<file path="src/sv/rllt_pkg.sv">
// Shared constants, types and command/status structs for the run-length line table.
package rllt_pkg;

  localparam int RUN_DEPTH = 256;
  localparam int MAX_BYTES = 4096;

  localparam int LINE_W  = 16;
  localparam int IDX_W   = 12;
  localparam int RUN_AW  = $clog2(RUN_DEPTH);
  localparam int RUNS_W  = $clog2(RUN_DEPTH + 1);
  localparam int BYTES_W = $clog2(MAX_BYTES + 1);
  localparam int COUNT_W = BYTES_W;
  localparam int ENTRY_W = LINE_W + COUNT_W;

  typedef enum logic [1:0] {
    ST_OK        = 2'd0,
    ST_NOT_FOUND = 2'd1,
    ST_FULL      = 2'd2
  } status_t;

  typedef enum logic {
    ACT_APPEND = 1'b0,
    ACT_QUERY  = 1'b1
  } action_t;

  // controller -> datapath
  typedef struct packed {
    logic latch;     // capture accepted item, clear walk
    logic append;    // perform append, set result
    logic miss;      // result: index not found
    logic advance;   // bump walk address
    logic accum;     // add fetched count to running sum
    logic hit;       // result: line of fetched run
    logic load_out;  // move result into output register
  } rllt_cmd_t;

  // datapath -> controller
  typedef struct packed {
    logic is_query;
    logic out_of_range;
    logic hit;
    logic out_free;
  } rllt_sts_t;

endpackage

</file>
<file path="src/sv/rllt_ctrl.sv">
// Controller state machine: accept, execute, walk runs, deliver result.
module rllt_ctrl (
  input  logic                clk,
  input  logic                rst,
  input  logic                in_valid,
  output logic                in_ready,
  input  rllt_pkg::rllt_sts_t sts,
  output rllt_pkg::rllt_cmd_t cmd
);
  import rllt_pkg::*;

  typedef enum logic [1:0] {
    S_IDLE,
    S_EXEC,
    S_WALK,
    S_DONE
  } state_t;

  state_t state, state_next;

  always_ff @(posedge clk) begin
    if (rst) begin
      state <= S_IDLE;
    end else begin
      state <= state_next;
    end
  end

  assign in_ready = (state == S_IDLE);

  always_comb begin
    state_next = state;
    cmd        = '0;
    case (state)
      S_IDLE: begin
        if (in_valid) begin
          cmd.latch  = 1'b1;
          state_next = S_EXEC;
        end
      end
      S_EXEC: begin
        if (!sts.is_query) begin
          cmd.append = 1'b1;
          state_next = S_DONE;
        end else if (sts.out_of_range) begin
          cmd.miss   = 1'b1;
          state_next = S_DONE;
        end else begin
          // first run is being fetched at this edge
          cmd.advance = 1'b1;
          state_next  = S_WALK;
        end
      end
      S_WALK: begin
        cmd.accum   = 1'b1;
        cmd.advance = 1'b1;
        if (sts.hit) begin
          cmd.hit    = 1'b1;
          state_next = S_DONE;
        end
      end
      S_DONE: begin
        if (sts.out_free) begin
          cmd.load_out = 1'b1;
          state_next   = S_IDLE;
        end
      end
      default: begin
        state_next = S_IDLE;
      end
    endcase
  end

  assert property (@(posedge clk) disable iff (rst)
    (state == S_WALK) |-> !sts.out_of_range)
    else $error("walking a query that is out of range");

  assert property (@(posedge clk) disable iff (rst)
    cmd.latch |=> (state == S_EXEC))
    else $error("accepted item did not reach execute");

  assert property (@(posedge clk) disable iff (rst)
    (state == S_DONE && sts.out_free) |=> in_ready)
    else $error("controller did not return to idle after delivery");

endmodule

</file>
<file path="config.mk">
export PLATFORM = sky130hd
export DESIGN_NAME = rllt_ctrl
export DESIGN_NICKNAME = d
export VERILOG_FILES = /design/src/sv/rllt_pkg.sv /design/src/sv/rllt_ctrl.sv
export SDC_FILE = /design/constraint.sdc
export NUM_CORES = 1
export LEC_CHECK = 0
export ABC_AREA = 1
export BUFFER_PORTS_ARGS = -buffer_cell sky130_fd_sc_hd__buf_2
export CORE_AREA = 2 2 39 41
export DETAILED_ROUTE_END_ITERATION = 10
export DIE_AREA = 0 0 41 43
export HOLD_SLACK_MARGIN = 0.05
export MAX_ROUTING_LAYER = met4
export SLEW_MARGIN = 20
export SYNTH_ARGS = -nofsm -noshare
export SYNTH_HDL_FRONTEND = slang
export SYNTH_SLANG_ARGS = --single-unit
</file>
<file path="constraint.sdc">
create_clock -name clk -period 2.5 [get_ports clk]
set_input_delay 0.125 -clock clk [delete_from_list [all_inputs] [get_ports clk]]
set_output_delay 0.125 -clock clk [all_outputs]
set_load 0.02 [all_outputs]
</file>
==> results.txt <==
- The run finished with clean final reports.
- TritonCTS built the clock tree.
- Ranked by total cell area, the synthesized netlist is headed by ha_1 25%, inv_1 17%, nand2_1 17%.
* Final std cells w/o fill: 74
- Gates resized during post-CTS repair numbered 0.
- Counting stages on the worst path, the most repeated cell is inv_1.
* Overflow left after global routing: 0
* Post-placement setup slack: 1.22 ns
- From synthesis to final layout, the design area changed by 45.0%.
- Largest registers in the final layout: state x2
- Worst min-delay path category: in2reg
- In this run the standard cell core region covers 1380 sq um.
- In the final timing run, aggregate negative setup slack is 0 ns.
- Period Utilization, post-route: 58.4%
* Count of unique library cells instantiated by Yosys: 11
- At the end of the flow the core is filled with cells to 26.2%.
- Cell with the largest stage delay on the worst path: dfxtp_1
- Net count of the mapped netlist: 53
- Input and output buffers added on the ports amount to 14.
* Top cell type's share of synthesized area: 25.0%
- The clock passes through at most 2 buffers.
* Routability cong.: 0.675
- Top achievable clock speed: 685 MHz
- Data required, critical path: 2.38 ns
* Register clock-pin slew on the reported worst setup and hold paths: 0.03 ns
- Setup slack closes at 1.04 ns.
- The register with the most flip-flops in the layout has 2 of them.
- Number of antenna violations at the first check in global routing: 0
- Largest net degree at the start of global routing: 7
* Maximum Capacitance Violations: 0
- Via count of the first global-routing pass: 215
- Routed Antenna Nets: 0
- In this run the worst path has a maximum fanout of 6.
* Startpoint types: flop
- Launching element of the worst setup path: state[1]$_SDFFE_PP0P_
* Highest-count cells in the layout ignoring fill and taps: 14 x buf_2, 11 x inv_1, 11 x nand2_1
* Std cell rows: 14
- CP Capture Type: output pin
- Of the cells placed in the final design, the portion with a size suffix greater than 1 is 36.2%.
* Clock latency on the worst-skew pair: 0.22 ns
- Overall track demand over capacity in global routing: 6.87%
- The die is 43 microns tall.
- ANT cells: 0
- For this block, the routed nets add up to 482 microns of wire.
* First-pass GRT wire length: 759 microns
- The number of max-slew violations in the final report is 0.
- Pin placement for this block handled 15 I/O pins.
* Buffers inserted during post-CTS setup optimization: 0
- Reported leakage power: 0.241 nW
- Unrepaired setup endpoints after global routing: false
- In this run the cell area of the synthesized design comes to 250 sq um.
- In this run the tightest slew margin relative to its limit is 87.1%.
- Sequential fraction of the synthesis area: 16.0%
- List of cells traversed by the critical path: inv_1, ha_1, inv_1, nor2_1, o21a_1, buf_2
* Total count of hold-check failures in the final report: 0
- Power spread over the standard cell area amounts to 1070 nW/um^2.
- By startpoint and endpoint, the worst setup path is classified as reg2out.
- # nets final: 72
- IR analysis of the VDD net gives a maximum drop of 0.000327 V.
* Half-perimeter wire length after placement: 400 microns
- Summing all non-filler instances in the final layout gives an area of 363 sq um.
- For the pin with the worst max-slew slack, the measured transition is 0.193 ns.
* Ratio of routed vias to standard cells: 3.73
- Router iterations before antenna repair: 1
- Worst Min Path Start: rst
- Hold repair after CTS inserted 0 buffers.
* Final count of negative-setup-slack endpoints: 0
* Worst Clk Skew: 0.00147 ns
* DIE WIDTH: 41 microns
* Average cell area after synthesis: 6.10 sq um
- The startpoint identified for the worst register-to-register timing path is state[0]$_SDFFE_PP0P_.
- For this run, the slowest stage of the critical path takes 0.40 ns.
- Post-detailed-route DRC marker count: 0
* Routed wire per std cell: 6.51 microns
- Via count: 276
* Most frequent standard cell in the layout excluding fill and tap cells: buf_2
- For the worst setup path, the data arrival time is 1.33 ns.
* Starting Density: 18.1%
- The tree built by TritonCTS fans out to 2 sinks.
- Most flop-heavy register: state
* Post-Place Cells: 71
- Top cell type by total area after synthesis: ha_1
- Yosys printed 0 warnings.
- Area post-placement: 340 sq um
- TritonCTS buffer count: 3
- Root buffer selected by CTS: clkbuf_4
* Cell count after synthesis: 41
- Initial drt markers: 0
- The die covers 1760 sq um.
- Tmin final: 1.46 ns
- In this run, synthesis produced a sequential element count of 2.
- Htree depth: 1
==> per-layer routing <==
| layer | wire length [microns] | part of all wire, % | track usage (%) |
|---|---|---|---|
| met1 | 214 | 44 | 7.01 |
| met5 | 0 | 0 | - |
| met3 | 40 | 8.3 | 4.71 |
| met4 | 0 | 0 | 6.00 |
| met2 | 227 | 47 | 8.44 |
==> layout make-up <==
type	instances	area [sq um]
fillers	159	1020
clock buffers	3	22.5
multi-input cells	27	165
repair buffers	14	70.1
inverters	12	45.0
flip-flops and latches	2	40.0
well taps	16	20.0
==> synth_stat cells <==
cell and n:
nor2_1 3, inv_1 11, nand2_1 11, dfxtp_1 2, a21oi_1 2, o21a_1 1, nand3_2 1, ha_1 5
nand2_2 2, inv_2 1, nand3_1 2
==> worst max-delay path, delay by kind of cell, from the launching register on <==
kind,cells,cell delay (ns)
AOI/OAI and AO/OA,1,0.15
adders and majority gates,1,0.19
buffers and inverters,3,0.31
DFF,1,0.40
and+or+nand+nor,1,0.05
==> power by group <==
group | switching (mW) | internal (mW) | total, mW
registers | 0.0212 | 0.0472 | 0.0684
clock network | 0.0172 | 0.0528 | 0.0701
logic | 0.156 | 0.0930 | 0.249
total | 0.194 | 0.193 | 0.387
==> kinds of logic after synthesis <==
kind of cell	count (synthesis)	share of synthesized area (%)
compound gates	3	7.00
fa+ha+maj	5	25.0
buf+inv	12	18.0
flops	2	16.0
simple gates	19	34.0
==> path summary, 6_finish.rpt <==
path | end | slack [ns] | cells after the start
worst max register to register | state[0]$_SDFFE_PP0P_ | 1.23 | 7
worst min register to register | state[1]$_SDFFE_PP0P_ | 0.53 | 2
worst max-delay path | cmd[3] | 1.04 | 6
worst min-delay path | state[1]$_SDFFE_PP0P_ | 0.07 | 2
==> per-stage QoR <==
stage | hold WS, ns | power, mW
finish | 0.0714 | 0.387
global route | 0.0665 | 0.435
CTS | 0.0581 | 0.398
detailed placement | 0.298 | 0.322
global placement | 0.302 | 0.319
floorplan | 0.194 | 0.258
(Power assumes the default switching activity.)
